==> config.mk <==
export PLATFORM = sky130hd
export DESIGN_NAME = mam_front
export DESIGN_NICKNAME = d
export VERILOG_FILES = /design/src/rtl/core/mam_pkg.sv /design/src/rtl/core/mam_front.sv
export SDC_FILE = /design/constraint.sdc
export NUM_CORES = 2
export LEC_CHECK = 0
export BUFFER_PORTS_ARGS = -buffer_cell sky130_fd_sc_hd__buf_2
export CORE_MARGIN = 2
export CORE_UTILIZATION = 45
export CTS_BUF_LIST = sky130_fd_sc_hd__clkbuf_8
export CTS_CLUSTER_SIZE = 20
export DETAILED_ROUTE_END_ITERATION = 16
export REMOVE_ABC_BUFFERS = 1
export SKIP_CTS_REPAIR_TIMING = 1
export SLEW_MARGIN = 20
export SYNTH_ARGS = -nofsm -noshare
export SYNTH_HDL_FRONTEND = slang
export SYNTH_SLANG_ARGS = --single-unit
==> constraint.sdc <==
create_clock -name i_clk -period 8.5 [get_ports i_clk]
set_input_delay 0.85 -clock i_clk [delete_from_list [all_inputs] [get_ports i_clk]]
set_output_delay 0.85 -clock i_clk [all_outputs]
set_load 0.05 [all_outputs]
==> src/rtl/core/mam_pkg.sv <==
// ----------------------------------------------------------------------------
// mam_pkg
// shared types and constants of the modular add / multiply datapath
// ----------------------------------------------------------------------------
package mam_pkg;

    localparam int unsigned COEFF_W = 32;
    localparam int unsigned PROD_W  = 2 * COEFF_W;
    localparam int unsigned ADDR_W  = 3;

    typedef enum logic {
        REG_MODULUS = 1'b0,
        REG_OP_MODE = 1'b1
    } t_reg_idx;

    typedef enum logic {
        MODE_ADD = 1'b0,
        MODE_MUL = 1'b1
    } t_mode;

    // data handed from one reduction cell to the next
    typedef struct packed {
        logic               valid;
        logic               last;
        t_mode              mode;
        logic [COEFF_W-1:0] q;
        logic [COEFF_W-1:0] rem;
        logic [PROD_W-1:0]  quot;
        logic [COEFF_W-1:0] alt;
    } t_cell;

endpackage

==> src/rtl/core/mam_front.sv <==
// ----------------------------------------------------------------------------
// mam_front
// operand capture, full product and modular sum, feeding the reduction chain
// ----------------------------------------------------------------------------
module mam_front
    import mam_pkg::*;
(
    input  logic               i_clk,
    input  logic               i_rst_n,
    input  logic               i_take,
    input  logic [COEFF_W-1:0] i_coeff_a,
    input  logic [COEFF_W-1:0] i_coeff_b,
    input  logic               i_is_last,
    input  logic [COEFF_W-1:0] i_modulus,
    input  t_mode              i_mode,
    output t_cell              o_cell
);

    logic               r_a_valid;
    logic [COEFF_W-1:0] r_a;
    logic [COEFF_W-1:0] r_b;
    logic               r_a_last;
    logic [COEFF_W-1:0] r_a_q;
    t_mode              r_a_mode;

    logic               r_b_valid;
    logic [PROD_W-1:0]  r_prod;
    logic [COEFF_W-1:0] r_sum;
    logic               r_b_last;
    logic [COEFF_W-1:0] r_b_q;
    t_mode              r_b_mode;

    logic [COEFF_W:0]   n_sum_raw;
    logic [COEFF_W:0]   n_sum_sub;
    logic [COEFF_W-1:0] n_sum;

    always_comb begin
        n_sum_raw = {1'b0, r_a} + {1'b0, r_b};
        n_sum_sub = n_sum_raw - {1'b0, r_a_q};
        n_sum     = (n_sum_raw >= {1'b0, r_a_q}) ? n_sum_sub[COEFF_W-1:0]
                                                 : n_sum_raw[COEFF_W-1:0];
    end

    always_ff @(posedge i_clk) begin
        if (!i_rst_n) begin
            r_a_valid <= 1'b0;
            r_b_valid <= 1'b0;
        end else begin
            r_a_valid <= i_take;
            r_b_valid <= r_a_valid;
        end
    end

    always_ff @(posedge i_clk) begin
        r_a      <= i_coeff_a;
        r_b      <= i_coeff_b;
        r_a_last <= i_is_last;
        r_a_q    <= i_modulus;
        r_a_mode <= i_mode;
        r_prod   <= PROD_W'(r_a) * PROD_W'(r_b);
        r_sum    <= n_sum;
        r_b_last <= r_a_last;
        r_b_q    <= r_a_q;
        r_b_mode <= r_a_mode;
    end

    always_comb begin
        o_cell.valid = r_b_valid;
        o_cell.last  = r_b_last;
        o_cell.mode  = r_b_mode;
        o_cell.q     = r_b_q;
        o_cell.rem   = '0;
        o_cell.quot  = r_prod;
        // low product word covers a zero modulus
        o_cell.alt   = (r_b_mode == MODE_MUL) ? r_prod[COEFF_W-1:0] : r_sum;
    end

endmodule

# After elaboration in Yosys (flattened, before gate mapping)
# Cells that the tools add are included.
# classes
addsub,2
multipliers,1
div_mod_pow,0
n_lt_le_gt_ge,1
n_eq_ne,0
n_shift,0
mux,2
n_bitwise,0
reduce_logical,0
# ops
op,count
multiplier 32 x 32 -> 64 bit,1
2-to-1 mux 32 bit,2
adder 32 x 32 -> 33 bit,1
>= comparator 33 x 32 -> 1 bit,1
subtractor 32 bit,1
# totals
regBits,230
latch_bits,0
mem_bits_rw,0
rom_bits,0
inputBits,101
output_inout_bits,163
mem_count,0

# Longest topological paths before layout
# logic_depth
depth_word,3
mapped_depth,28
ltp_nobuf,26

# Worst setup path before layout
# OpenSTA, ideal clock, no wires.
# synth_timing
kind,reg-to-reg
start,reg r_a[30]
end,reg r_prod[62]
setup_ns,0.119
arrival_ns,6.922
required_time_ns,8.381
setup_slack_ns,1.459
path_stages_with_launch,28
synth_period_minus_slack_ns,7.041
cell_sequence,dfxtp_1 clkbuf_1 nand2_1 fa_1 inv_1 fa_1 fa_1 inv_1 fa_1 inv_1 fa_1 fa_1 fa_1 inv_1 fa_1 inv_1 ha_1 clkbuf_1 nand2_1 nor2_1 nand2_1 a21oi_1 o311ai_1 o211ai_1 a41oi_1 o41ai_1 a31oi_1 xnor2_1
# synth_via
elab_chain_cells,1
# synth_rtl
item,line,source
"start, declared",mam_front.sv:20,logic [COEFF_W-1:0] r_a;
"start signal, assigned",mam_front.sv:55,r_a <= i_coeff_a;
multiplier 32 x 32 -> 64 bit,mam_front.sv:60,r_prod <= PROD_W'(r_a) * PROD_W'(r_b);
"end signal, assigned",mam_front.sv:60,
"end, declared",mam_front.sv:27,logic [PROD_W-1:0] r_prod;
# No other way between the ends.
# A chain may end at the register's enable or synchronous reset.

# Final worst setup path
# layout_timing
start,reg r_b[10]
end,reg r_prod[58]
# layout_via
elab_chain_cells,1
# layout_rtl
item,line,source
"start, declared",mam_front.sv:21,logic [COEFF_W-1:0] r_b;
"start signal, assigned",mam_front.sv:56,r_b <= i_coeff_b;
multiplier 32 x 32 -> 64 bit,mam_front.sv:60,
# No other way between the ends.

==> reports/results.txt <==
Slew Viols, Final -> 0
Hold_sp -> i_coeff_a[9]
Die area -> 95600 um^2
Slew margin rel. -> 0.291
Non-filler cells, final -> 5932
Critical path peak fanout -> 11
Sequential area share after synthesis -> 0.110
Worst Path Arrival -> 8.90 ns
Gr usage total -> 0.273
Yosys Warn Count -> 0
Synthesized cell area -> 41900 um^2
Pin count of the biggest net entering global routing -> 47
Initial antenna violation count -> 13
RSZ-0062 raised after global routing -> false
Setup TNS -> 0 ns
Final hold vios -> 0
# IOs -> 264
Outcome -> finished clean
Die Height -> 309 um
DPL Wire Length -> 104 mm
Routed WL -> 125 mm
CTS tree -> yes
Vias/cell -> 5.17
Top post-synthesis cells by area -> fa_1, dfxtp_1, ha_1
Die span in x -> 309 um
Setup ws final -> 0.177 ns
Residual DRC count -> 0
Tcrit/Tclk final -> 0.979
Req. time, crit path -> 9.08 ns
Setup slack, reg-to-reg -> 0.18 ns
Reg2Reg Launch Point -> r_b[10]
Worst slew pin tran -> 1.06 ns
Routed len/inst -> 21.1 um
Yosys cell types -> 72
Primary FF master, synth -> dfxtp_1
Via Count -> 30.7k
Final Setup Violations -> 0
Worst hold path class -> in -> reg
Post-synth EDFFs -> 0
Starting Density -> 0.456
TritonCTS Buffers -> 45
Final ANT Viol Nets -> 0
Startpoint type of the worst setup path -> flop
Pre-CTS setup slack -> 0.204 ns
Syn-to-layout area delta -> 9.20%
Cell taking the most area after synthesis -> fa_1
CTS HTree Levels -> 2
Depth of the worst register-to-register path -> 24
Layout cells sized above 1 -> 0.104
Top-area cell type share of the netlist area -> 0.429
Clk Latency, worst-skew pair -> 0.72 ns
Clock Pin Slew Worst Setup and Hold Paths -> 0.08 ns
FP Rows -> 111
Crit path kind -> reg -> reg
Hold endpoint -> r_a[9]
Mean Syn Cell Area -> 9.37 um^2
Synth Register Bits -> 230
Crit path time final -> 8.32 ns
Setup Skew -> 0.0463 ns
Initial DRC Count -> 1884
Total global routing overflow -> 0
First-pass GRT wire length -> 196 mm
F_max -> 0.120 GHz
Max-cap violations -> 0
Synth async-reset ratio -> 0
Vias in the first global route -> 32.6k
Synth Instances -> 4473
Clock Path Buffers -> 3
Core area -> 91900 um^2
Final #Nets -> 5974
Clk Tree Root Cell -> clkbuf_8
DRT Pass-1 Iters -> 7
Clock sink count -> 230
Hold path cells -> 1
Placed cells -> 5844
Placer Congestion -> 0.974
IO Port Bufs -> 231
FF-to-FF End -> r_prod[58]
Critical path capture point type -> flop
## worst max path at each step
stage	startpoint	to
after floorplan	r_b[17]	r_prod[62]
after global placement	r_a[15]	r_prod[58]
after detailed placement	r_a[15]	r_prod[58]
after CTS	r_a[15]	r_prod[58]
after global routing	r_b[10]	r_prod[58]
final	r_b[10]	r_prod[58]
## registers in the layout, summed over array words and instances (netlist names)
name       count
r_a_mode       1
r_prod        64
r_a_q         32
r_b_q         32
r_b_valid      1
r_b_mode       1
r_sum         32
r_b           32
r_a           32
r_a_valid      1
r_b_last       1
r_a_last       1
## final cells by class
type                    count  area [um^2]
clock buffers              53          729
well taps                1243         1560
multi-input cells        3097        32900
repair buffers            365         2360
diodes                      5         12.5
flip-flops and latches    230         4610
fillers                  8878        46200
clock inverters            30          206
inverters                 909         3410
## per-layer routing
metal  track usage  vias to the layer above  part of all wire
met5             0                        -           0.00049
met3        0.0410                      188             0.065
met1         0.369                    15800              0.42
met2         0.454                      962              0.48
li1              -                    13700                 -
met4        0.0839                       10             0.033
## layout by cell type, fill, tap and decap left out, types with 78 or more instances in the layout
master | netlist | routed
inv_1 | 909 | 921
fa_1 | 898 | 898
and2_1 | 580 | 580
nand2_1 | 484 | 484
ha_1 | 327 | 327
buf_2 | 3 | 231
dfxtp_1 | 230 | 224
a21oi_1 | 133 | 133
buf_4 | 35 | 118
xnor2_1 | 78 | 78
## synthesized netlist by cell type (all sizes together) (2+ instances only)
cell type / count
a21o: 64
a211oi: 19
and4: 2
and3: 10
or2: 4
inv: 909
xor2: 38
nand2: 485
nor4: 3
o2111a: 2
nor2b: 15
o21a: 13
nor2: 76
buf: 43
nand2b: 9
mux2i: 2
nor3: 16
fa: 898
o31ai: 4
a21boi: 9
a211o: 5
nand4: 27
clkbuf: 225
o21ai: 73
o211ai: 14
dfxtp: 230
a31o: 4
o22ai: 2
ha: 327
a22o: 2
a311oi: 4
mux2: 50
o31a: 3
o21ba: 2
a31oi: 14
a21oi: 135
xnor2: 78
a41oi: 5
and2: 580
nand3: 22
a221o: 2
a311o: 2
o21bai: 25
or3: 3
## worst max-delay path, cell delays in order (launching register included)
cell	delay (ns)
dfxtp_1	0.68
ha_1	0.38
inv_1	0.13
fa_1	0.37
inv_1	0.07
fa_1	0.43
fa_1	0.52
inv_1	0.05
fa_1	0.47
inv_1	0.05
fa_1	0.48
fa_1	0.50
fa_1	0.56
fa_1	0.46
ha_1	0.39
a21oi_1	0.28
o21ai_0	0.18
nor3_1	0.19
a31oi_1	0.16
a22o_1	0.31
nor4_1	0.55
o21ai_1	0.25
a211oi_1	0.45
o21ai_1	0.12
xor2_1	0.15
## through the flow
| stage | util | instance area (um^2) | hold WS [ns] |
|---|---|---|---|
| after floorplan | - | 40900 | 0.310 |
| final | 0.498 | 45800 | 0.246 |
| after global routing | 0.498 | 45800 | 0.203 |
| after CTS | 0.498 | 45800 | 0.184 |
| after detailed placement | 0.487 | 44800 | 0.319 |
| after global placement | 0.487 | 44800 | 0.312 |
## logic make-up (layout without fill, tap and decap cells)
kind of cell	Yosys count	count (layout)	share of synthesized area
mux	52	52	0.0139
buf+inv	1177	1357	0.109
simple gates	1258	1258	0.154
compound gates	414	414	0.0632
xor+xnor	116	116	0.0242
fa+ha+maj	1225	1225	0.526
flops	230	230	0.110
other cells	1	37	0.0000895
Power is left out: the tool's default activity adds up to more than one toggle a clock period on the data nets, which glitch-free logic cannot reach.
