**config.mk**
```make
export PLATFORM = sky130hd
export DESIGN_NAME = mam_cell
export DESIGN_NICKNAME = d
export VERILOG_FILES = /design/src/rtl/core/mam_pkg.sv /design/src/rtl/core/mam_cell.sv
export SDC_FILE = /design/constraint.sdc
export NUM_CORES = 1
export LEC_CHECK = 0
export BUFFER_PORTS_ARGS = -buffer_cell sky130_fd_sc_hd__buf_2
export CAP_MARGIN = 20
export CORE_AREA = 2 2 127 129
export CTS_CLUSTER_SIZE = 8
export DETAILED_ROUTE_END_ITERATION = 8
export DIE_AREA = 0 0 129 131
export PLACE_DENSITY = 0.68
export SLEW_MARGIN = 20
export SYNTH_ARGS = -nofsm -noshare
export SYNTH_HDL_FRONTEND = slang
export SYNTH_SLANG_ARGS = --single-unit
export TNS_END_PERCENT = 30
```
**constraint.sdc**
```tcl
create_clock -name i_clk -period 4 [get_ports i_clk]
set_input_delay 0.2 -clock i_clk [delete_from_list [all_inputs] [get_ports i_clk]]
set_output_delay 0.2 -clock i_clk [all_outputs]
set_load 0.05 [all_outputs]
```
**src/rtl/core/mam_pkg.sv**
```systemverilog
// ----------------------------------------------------------------------------
// mam_pkg
// shared types and constants of the modular add / multiply datapath
// ----------------------------------------------------------------------------
package mam_pkg;

    localparam int unsigned COEFF_W = 32;
    localparam int unsigned PROD_W  = 2 * COEFF_W;
    localparam int unsigned ADDR_W  = 3;

    typedef enum logic {
        REG_MODULUS = 1'b0,
        REG_OP_MODE = 1'b1
    } t_reg_idx;

    typedef enum logic {
        MODE_ADD = 1'b0,
        MODE_MUL = 1'b1
    } t_mode;

    // data handed from one reduction cell to the next
    typedef struct packed {
        logic               valid;
        logic               last;
        t_mode              mode;
        logic [COEFF_W-1:0] q;
        logic [COEFF_W-1:0] rem;
        logic [PROD_W-1:0]  quot;
        logic [COEFF_W-1:0] alt;
    } t_cell;

endpackage

```
**src/rtl/core/mam_cell.sv**
```systemverilog
// ----------------------------------------------------------------------------
// mam_cell
// one restoring-division step: shift in one product bit, subtract q if it fits
// ----------------------------------------------------------------------------
module mam_cell
    import mam_pkg::*;
(
    input  logic  i_clk,
    input  logic  i_rst_n,
    input  t_cell i_cell,
    output t_cell o_cell
);

    t_cell            r_cell;
    logic             r_valid;
    t_cell            n_cell;
    logic [COEFF_W:0] n_trial;
    logic [COEFF_W:0] n_diff;

    always_comb begin
        n_trial = {i_cell.rem, i_cell.quot[PROD_W-1]};
        n_diff  = n_trial - {1'b0, i_cell.q};
        n_cell  = i_cell;
        n_cell.rem  = (n_trial >= {1'b0, i_cell.q}) ? n_diff[COEFF_W-1:0]
                                                    : n_trial[COEFF_W-1:0];
        n_cell.quot = {i_cell.quot[PROD_W-2:0], 1'b0};
    end

    always_ff @(posedge i_clk) begin
        if (!i_rst_n) begin
            r_valid <= 1'b0;
        end else begin
            r_valid <= n_cell.valid;
        end
    end

    always_ff @(posedge i_clk) begin
        r_cell <= n_cell;
    end

    always_comb begin
        o_cell       = r_cell;
        o_cell.valid = r_valid;
    end

endmodule

```
== Word-level counts from Yosys, hierarchy flattened ==
Index checks and enable logic that the tools add are counted.

* Register bits after elaboration: 162
* Bits in latches: 0
* Memory bits (writable): 0
* Memory bits (read-only): 0
* Output and inout port bits: 163
* Memories: 0

* Add/sub/neg operators: 1
* Multiply operators: 0
* Div/mod/pow operators: 0
* Magnitude comparators: 1
* Eq/ne operators: 0
* Shift-type cells: 0
* Muxes and demuxes: 1
* Bitwise operators: 0
* Reductions and logical operators: 0

{| class="wikitable"
|+ Operator list
! operator !! number
|-
| 33-bit by 32-bit >= comparator with 1-bit output || 1
|-
| 32-bit two-way mux || 1
|-
| 32-bit subtractor || 1
|}

== Longest topological paths before layout ==
Gate-level depths: netlist of run 1.

* Word-level depth: 2
* Mapped depth: 13

== Worst setup path after synthesis of run 1 ==
Ideal clock, no wire load.

* Path type: input -> register
* Start point: input port i_cell[95] (netlist bit)
* End point: register r_cell, in the netlist o_cell[120]
* Setup time: 0.119 ns
* Data arrival time: 2.370 ns
* Data required time: 3.881 ns
* Setup slack: 1.511 ns
* Stages on the path: 12
* Buffers on the path: 0
* Cell sequence: inv_1 > ha_1 > inv_1 > fa_1 > a21oi_1 > o21ai_1 > a211o_1 > a221oi_2 > o21ai_2 > a221o_1 > xnor2_1 > o21ai_1

{| class="wikitable"
|+ RTL lines
! what !! RTL line !! source
|-
| start: declaration || mam_cell.sv:10 || <nowiki>input t_cell i_cell,</nowiki>
|-
| end signal: assignment || mam_cell.sv:38 || <nowiki>r_cell <= n_cell;</nowiki>
|-
| end: declaration || mam_cell.sv:14 || <nowiki>t_cell r_cell;</nowiki>
|}

==> results_dict.tcl, run 1 <==
set metrics [dict create \
    min_period_ns 3.122 \
    track_usage_pct 24.22 \
    instances_no_fill 1200 \
    dpl_cell_area_um2 7325 \
    cp-startpoint "i_cell[157]" \
    io_pins 328 \
    hold_slack_ns 0.01657 \
    finalPower_w 0.004655 \
    cts_hold_buf 131 \
    syn_area_um2 5498 \
    path_clk_slew_ns 0.07 \
    worst-path-stages 9 \
    path_delay_family "simple AND/OR/NAND/NOR gates" \
    fin_crit_sh_pct 78.04 \
    synth_seq_cells 162 \
    cp_num_buf_inv 3 \
    grt_max_degree 27 \
    clk_path_buf_depth 2 \
    antenna_found_initial 5 \
    grt_first_pass_wirelength_um 30260 \
    worst_slew_pin_slew_ns 0.9612 \
    hold_viol_final 0 \
    synth_top_family_by_area "compound AO/OA/AOI/OAI gates" \
    dieArea_um2 16900 \
    slew_violations 0 \
    post_cts_buffers 0 \
    vias 5481 \
    critPathLaunchType "primary input" \
    routed_wl_um 21580 \
    fmax_ghz 0.3204 \
    coreArea_um2 15600 \
    synthesis.nets 704 \
    async_flop_share_pct 0 \
    numCtsBuffers 17 \
    post-place-cells 1032 \
    cp-end-kind "register" \
    required_ns 4.31 \
    slowest_delay_ns 0.65 \
    cts_repair_resize_count 0 \
    dr.pass1.iters 4 \
    tns_ns 0 \
    initial_core_util_pct 35.25 \
    rsz0062_at_grt "no" \
    via_per_inst 4.568 \
    yosysWarnings 0 \
    cts_tree "yes" \
    fillers 1324 \
    crit_chain "dlygate4sd3_1 -> buf_2 -> inv_1 -> ha_1 -> nand4b_1 -> or4_1 -> o211a_1 -> nand2_4 -> mux2_4" \
    synth_mux_area_share_pct 0.7510 \
    finalSetupViolCount 0 \
    area_growth_pct 68.34 \
    syn_inst 506 \
    routabilityCongestion 0.8741 \
    p_per_area_nw_per_um2 503.0 \
    synthAdderAreaFrac_pct 7.647 \
    cp_max_fo 26 \
    synthTopCellsByCount "162 x dfxtp_1, 40 x inv_1, 35 x a21oi_1" \
    ys_top_cells_by_area "dfxtp_1 59%, ha_1 7.3%, a21oi_1 3.2%" \
    synth_flop_cell "dfxtp_1" \
    first_iter_violations 211 \
    dieHeight_um 131 \
    synth_edf_count 0 \
    peakVddDrop_v 0.0003005 \
    grt_pass1_vias 5514 \
    drv_cap 0 \
    grt_overflow 0 \
    wl_per_cell_um 17.98 \
    cpMaxStageDelayCell "or4_1" \
    relSlewSlack_pct 35.92 \
    final_nets 1164 \
    drive_gt1_share_pct 38.41 \
    synth_seq_area_share_pct 58.99 \
    io_buffers 326 \
    leakagePower_nw 4.543 \
    drtAntennaViolNets 0 \
    synth_compound_area_share_pct 14.82 \
    dp_hpwl_um 15450 \
    cts_max_level 4 \
    top_usage_layer "met2" \
    synth.avg_cell_area_um2 10.87 \
    synth-xor-area-share_pct 3.983 \
    hp-class "primary input to register" \
    synth.top_cell.area_share_pct 58.99 \
    outcome "finished clean" \
    clock-sinks 162 \
    grt_use_met1_pct 26.82 \
    arrival_ns 3.44 \
    yosys.area.top_type "dfxtp_1" \
    drc 0 \
    yosysMostFrequentCell "dfxtp_1" \
    crit_end "o_cell[123]" \
    grt_use_met3_pct 8.876 \
    synthDistinctLibCells 56 \
    std_cell_rows 46 \
    synthSimpleGateAreaFrac_pct 9.240 \
    use_met2_pct 43.23 \
    die_x_um 129 \
    root_buffer "clkbuf_16" \
    design_area_um2 9255 \
    path_class "primary input to register" \
]
## cells by family (layout without fill, tap and decap cells)
kind of cell | after synthesis | in the layout
multiplexers | 3 | 3
AO/OA/AOI/OAI | 124 | 124
AND/OR/NAND/NOR | 99 | 99
other | 1 | 6
adder cells (fa/ha/maj) | 33 | 33
buffers and inverters | 59 | 532
flip-flops | 162 | 162
XOR/XNOR | 25 | 25
## cells in the final DEF (no fill, tap or decap), drive strengths merged, types with 2 or more instances in the layout
cell / instances
a31oi: 6
dlygate4sd3: 131
inv: 47
nand4: 5
nand2: 22
clkinvlp: 2
clkinv: 6
and3: 7
xnor2: 13
dfxtp: 162
nor2b: 2
o21ai: 40
and2: 6
nor3: 7
or3: 2
o31ai: 3
a21boi: 2
nand2b: 4
ha: 32
o2111ai: 3
a21oi: 35
clkbuf: 17
xor2: 12
diode: 5
a21bo: 2
buf: 329
nor2: 10
mux2: 3
o21a: 3
a21o: 11
nand3: 31
o211ai: 4
a31o: 2
a211o: 4
a211oi: 2
## worst min-delay path by stage
| stage | from | cells after the start | end | slack, ns |
|---|---|---|---|---|
| 6_report | i_cell[102] | 3 | o_cell[103] | 0.02 |
| 4_1_cts | i_cell[102] | 3 | o_cell[103] | 0.007 |
| 2_1_floorplan | i_cell[0] | 0 | o_cell[0] | 0.23 |
| 3_3_place_gp | i_cell[82] | 1 | o_cell[83] | 0.30 |
| 5_1_grt | i_cell[98] | 3 | o_cell[99] | 0.01 |
| 3_5_place_dp | i_cell[73] | 1 | o_cell[74] | 0.30 |
## flip-flops by register name, summed over array words and instances (netlist names)
register  flops
o_cell      161
r_valid       1
## power breakdown
part	switching (W)	total [W]	leakage, nW	internal [W]
logic	0.000838	0.00122	2.89	0.000384
registers	0.0000357	0.00179	1.37	0.00175
clock network	0.000799	0.00165	0.289	0.000848
total	0.00167	0.00466	4.54	0.00298
## metal layers
metal	vias to the layer above	wire length, µm
met5	-	0
met4	0	592
met3	38	1615
met2	224	10710
met1	2546	8656
li1	2673	-
## cell type report
class	instances	area (µm²)	area share [%]
inverter	40	150.1	1.622
clock inverter	15	181.4	1.960
antenna	5	12.51	0.1352
tap	216	270.3	2.920
clock buffer	17	425.4	4.596
sequential	162	3243	35.04
timing repair buffer	460	2965	32.04
multi-input combinational	285	2007	21.68
## stage by stage
| step | util, % | setup WS, ns |
|---|---|---|
| 6_report | 59.34 | 0.8785 |
| 5_1_grt | 59.32 | 0.7089 |
| 4_1_cts | 59.26 | 0.8658 |
| 3_5_place_dp | 46.96 | 0.9524 |
| 3_3_place_gp | 46.96 | 0.9622 |
| 2_1_floorplan | - | 1.511 |
No activity file was read; power rests on OpenSTA's default activity.
==> run 2, diff against run 1 <==
ABC_AREA = 1   (was unset)
CORE_AREA = unset   (was 2 2 127 129)
CORE_MARGIN = 2   (was unset)
CORE_UTILIZATION = 41   (was unset)
DIE_AREA = unset   (was 0 0 129 131)
PLACE_DENSITY = 0.76   (was 0.68)
clock period = 2.7 ns   (was 4 ns; I/O delays follow)
==> run 2 against run 1 <==
Compared with the run above:
- count of clock-buffer cells in the layout unchanged
- non-clock buffer count rose by 32
- first-iteration DRC count up 64%
- clock power up 45%
- sequential share of layout area shrank 4.2 points
- core utilization up 9.4 points
- critical path type unchanged
- critical endpoint is now o_cell[119]
- highest routed layer is now met5
==> results_dict.tcl, run 2 <==
set metrics [dict create \
    post_cts_buffers 0 \
    first_iter_violations 347 \
    clk_path_buf_depth 2 \
    grt_use_met3_pct 9.827 \
    coreArea_um2 15310 \
    root_buffer "clkbuf_16" \
    yosysMostFrequentCell "nand2_1" \
    p_per_area_nw_per_um2 667.8 \
    drtAntennaViolNets 0 \
    grt_overflow 0 \
    largest_register_ff_count 161 \
    io_buffers 326 \
    ys_top_cells_by_area "dfxtp_1 50%, nand2_1 16%, inv_1 8.6%" \
    cts_tree "yes" \
    critPathLaunchType "primary input" \
    fmax_ghz 0.4391 \
    synth.avg_cell_area_um2 7.915 \
    synth_seq_cells 162 \
    yosys.area.top_type "dfxtp_1" \
    grt_pass1_vias 7111 \
    post-place-cells 1346 \
    hold_viol_final 0 \
    top_usage_layer "met2" \
    slowest_delay_ns 0.54 \
    drv_cap 0 \
    grt_first_pass_wirelength_um 38650 \
    clock-sinks 162 \
    cp-end-kind "register" \
    antenna_found_initial 6 \
    rsz0062_at_grt "no" \
    cpMaxStageDelayCell "dlygate4sd3_1" \
    synthesis.nets 1015 \
    slew_violations 0 \
    yosysWarnings 0 \
    dieArea_um2 16790 \
    finalSetupViolCount 0 \
    grt_max_degree 34 \
    synthDistinctLibCells 28 \
    peakVddDrop_v 0.0004986 \
    grt_use_met1_pct 35.19 \
    cts_max_level 4 \
    dp_hpwl_um 18020 \
    crit_chain "dlygate4sd3_1 -> buf_2 -> inv_1 -> ha_1 -> nand2_1 -> nor2_1 -> nand3_1 -> nand3_2 -> nand2_2 -> nand2_2 -> nand2_4 -> nand2_8 -> nand3_2 -> nand2_1" \
    numCtsBuffers 17 \
    min_period_ns 2.277 \
    initial_core_util_pct 42.22 \
    wl_per_cell_um 16.83 \
    fin_crit_sh_pct 84.34 \
    via_per_inst 4.551 \
    track_usage_pct 30.80 \
    path_class "primary input to register" \
    die_x_um 129.6 \
    async_flop_share_pct 0 \
    tns_ns 0 \
    dr.pass1.iters 5 \
    area_growth_pct 62.71 \
    synth_seq_area_share_pct 50.15 \
    cp_max_fo 33 \
    drive_gt1_share_pct 29.40 \
    vias 7031 \
    syn_inst 817 \
    routabilityCongestion 0.9385 \
    io_pins 328 \
    syn_area_um2 6466 \
    dpl_worst_slack_ns 0.5509 \
    synth.top_cell.area_share_pct 50.15 \
    final_cell_mix "326 x buf_2, 276 x nand2_1, 163 x dlygate4sd3_1, 162 x dfxtp_1, 149 x inv_1" \
    arrival_ns 2.66 \
    leakagePower_nw 5.821 \
    synth_edf_count 0 \
    use_met2_pct 52.08 \
    finalPower_w 0.007026 \
    synthTopCellsByCount "276 x nand2_1, 162 x dfxtp_1, 149 x inv_1" \
    std_cell_rows 45 \
    path_clk_slew_ns 0.08 \
    fillers 1215 \
    instances_no_fill 1545 \
    required_ns 3.08 \
    final.setup.worst_slack_ns 0.4228 \
    final_common_cell "buf_2" \
    routed_wl_um 26000 \
    hp-class "primary input to register" \
    final_nets 1515 \
    dieHeight_um 129.6 \
    outcome "finished clean" \
    drc 0 \
    synth_flop_cell "dfxtp_1" \
]
## run 2: cell types whose count changed after synthesis, sizes merged, moves of 9 or more
cell,before,now
nand2,22,283
inv,40,149
nand3,31,70
o21ai,40,1
nor2,10,42
a21oi,35,18
xnor2,13,0
nand3b,0,11
a21o,11,2
## run 2: logic make-up after synthesis
kind of cell	Yosys count	synth area share (%)
compound gates	21	1.703
xor+xnor	14	1.896
fa+ha+maj	33	6.501
buf+inv	160	10.06
flops	162	50.15
other cells	1	0.05799
simple gates	426	29.62
## run 2: through the flow
stage	hold WS, ns	utilization (%)	cell area (µm²)
2_1_floorplan	0.1627	-	6466
3_3_place_gp	0.2374	54.15	8293
3_5_place_dp	0.2386	54.15	8293
4_1_cts	0.3145	68.64	10510
5_1_grt	0.3219	68.68	10520
6_report	0.3328	68.70	10520
## run 2: critical path, delay by kind of cell
family / cells / cell delay [ns]
fa+ha+maj: 1 / 0.35
simple gates: 10 / 1.45
buf+inv: 3 / 0.70
## run 2: area by class of cell
| class | count | area, µm² | area share, % |
|---|---|---|---|
| antenna | 4 | 10.01 | 0.09514 |
| clock buffer | 17 | 425.4 | 4.043 |
| clock inverter | 15 | 161.4 | 1.534 |
| inverter | 149 | 559.3 | 5.316 |
| multi-input combinational | 495 | 2572 | 24.45 |
| sequential | 162 | 3243 | 30.82 |
| tap | 211 | 264.0 | 2.509 |
| timing repair buffer | 492 | 3286 | 31.23 |
## run 2: per-layer routing
| metal | routed length (µm) | part of all wire (%) |
|---|---|---|
| met5 | 27 | 0.10 |
| met4 | 1164 | 4.5 |
| met3 | 2059 | 7.9 |
| met2 | 12350 | 48 |
| met1 | 10400 | 40 |
## run 2: repair_timing
item	4_1_cts	5_1_grt
gates resized for setup	0	0
hold buffers	163	0
hold endpoints to repair	162	0
## run 2: power breakdown
group / switching (W) / internal (W) / leakage (nW)
clock: 0.00116 / 0.00124 / 0.286
sequential: 0.0000550 / 0.00259 / 1.37
combinational: 0.00138 / 0.000608 / 4.17
## run 2: path summary, 6_finish.rpt
path,start,endpoint,cells past startpoint
worst min-delay path,i_cell[9],o_cell[9],2
worst max-delay path,i_cell[136],o_cell[119],14
==> run 3, diff against run 2 <==
ABC_AREA = 0   (was 1)
CORE_AREA = 2 2 127 129   (was unset)
CORE_MARGIN = unset   (was 2)
CORE_UTILIZATION = unset   (was 41)
DIE_AREA = 0 0 129 131   (was unset)
PLACE_DENSITY = 0.68   (was 0.76)
clock period = 2.23 ns   (was 2.7 ns; I/O delays follow)
==> run 3 against run 2 <==
Compared with the run above:
- count of clock-buffer cells in the layout unchanged
- largest cell class unchanged
- flip-flop and latch count did not move
- via count shrank 17%
- critical path type unchanged
- critical endpoint is now o_cell[114]
==> results_dict.tcl, run 3 (synthesized netlist as in run 1, its figures left out) <==
set metrics [dict create \
    finalSetupViolCount 0 \
    io_buffers 326 \
    seqCellArea_um2 3243 \
    tns_ns 0 \
    dr.pass1.iters 5 \
    cts_tree "yes" \
    first_iter_violations 193 \
    vias 5856 \
    clock-sinks 162 \
    path_delay_family "buffers and inverters" \
    design_area_um2 10210 \
    peakVddDrop_v 0.0006789 \
    cp-end-kind "register" \
    dieHeight_um 131 \
    wl_per_cell_um 16.96 \
    antenna_found_initial 7 \
    dieArea_um2 16900 \
    fin_crit_sh_pct 96.61 \
    clk_path_buf_depth 2 \
    arrival_ns 2.48 \
    path_class "primary input to register" \
    drive_gt1_share_pct 42.94 \
    root_buffer "clkbuf_16" \
    grt_max_degree 20 \
    post_cts_buffers 0 \
    whs_path_depth 3 \
    via_per_inst 4.474 \
    final_cell_mix "326 x buf_2, 162 x dfxtp_1, 155 x dlygate4sd3_1, 87 x buf_4, 40 x inv_1" \
    coreArea_um2 15600 \
    largest_register_ff_count 161 \
    dpl_worst_slack_ns -0.3234 \
    slew_violations 0 \
    final_common_cell "buf_2" \
    outcome "finished clean" \
    dpl_cell_area_um2 8009 \
    routabilityCongestion 0.8406 \
    rsz0062_at_grt "yes" \
    cp_num_buf_inv 4 \
    fmax_ghz 0.4641 \
    io_pins 328 \
    drtAntennaViolNets 0 \
    hold_slack_ns 0.03439 \
    multi_input_area_um2 2041 \
    p_per_area_nw_per_um2 838.1 \
    cts_max_level 4 \
    path_clk_slew_ns 0.07 \
    final.setup.worst_slack_ns 0.07552 \
    hold_viol_final 0 \
    utilization_pct 65.43 \
    area_growth_pct 85.64 \
    std_cell_rows 46 \
    slowest_delay_ns 0.53 \
    cp_max_fo 5 \
    grt_pass1_vias 6019 \
    drv_cap 0 \
    hp-class "primary input to register" \
    final_nets 1275 \
    track_usage_pct 25.49 \
    required_ns 2.55 \
    crit_chain "dlygate4sd3_1 -> buf_2 -> inv_1 -> ha_1 -> a21o_1 -> a21oi_1 -> o21a_2 -> buf_4 -> a211o_4 -> nand2_4 -> mux2_4" \
    critPathLaunchType "primary input" \
    cpMaxStageDelayCell "dlygate4sd3_1" \
    numCtsBuffers 17 \
    initial_core_util_pct 35.25 \
    routed_wl_um 22210 \
    leakagePower_nw 5.072 \
    grt_overflow 0 \
    worst-path-stages 11 \
    dp_hpwl_um 16060 \
    grt_first_pass_wirelength_um 32190 \
    drc 0 \
    die_x_um 129 \
    fillers 1231 \
    min_period_ns 2.154 \
]
-- run 3: cell count changes in the layout (fill, tap and decap cells not counted), moves of 23 or more --
cell     previous run  this run
nand2_1           276        21
nand3_1            54        31
inv_1             149        40
nor2_1             37         9
buf_4               3        87
o21ai_1             0        23
-- run 3: cell type report --
class | count | share of cell area [%]
Antenna cell | 3 | 0.07356
Clock buffer | 17 | 4.168
Clock inverter | 15 | 1.778
Inverter | 40 | 1.471
Multi-Input combinational cell | 285 | 20.00
Sequential cell | 162 | 31.78
Tap cell | 216 | 2.648
Timing Repair Buffer | 571 | 38.09
-- run 3: repair_timing --
| item | 4_1_cts | 5_1_grt |
|---|---|---|
| hold buffers | 155 | 0 |
| resized for setup | 0 | 7 |
| endpoints found under the hold margin | 154 | 0 |
| endpoints found under the setup margin | 0 | 25 |
-- run 3: report_power, final --
| group | internal, W | switching (W) | total, W |
|---|---|---|---|
| Clock | 0.00152 | 0.00141 | 0.00293 |
| Sequential | 0.00314 | 0.0000696 | 0.00321 |
| Combinational | 0.000869 | 0.00154 | 0.00241 |
-- run 3: path summary, 6_finish.rpt --
path / startpoint / end / slack (ns)
setup / recovery: i_cell[149] / o_cell[114] / 0.08
hold / removal: i_cell[96] / o_cell[97] / 0.03
-- run 3: per-layer routing --
layer / track usage, % / up-vias / routed length [µm]
met5: 0 / - / 49
met4: 9.910 / 8 / 657
met3: 8.510 / 51 / 1560
met2: 44.94 / 221 / 11120
met1: 28.61 / 2676 / 8818
li1: - / 2900 / -
-- run 3: per-stage QoR --
step | total power, W | std cells
floorplan | 0.004684 | 506
global placement | 0.005428 | 1119
detailed placement | 0.005439 | 1119
CTS | 0.008600 | 1306
global route | 0.008874 | 1309
finish | 0.008554 | 1309
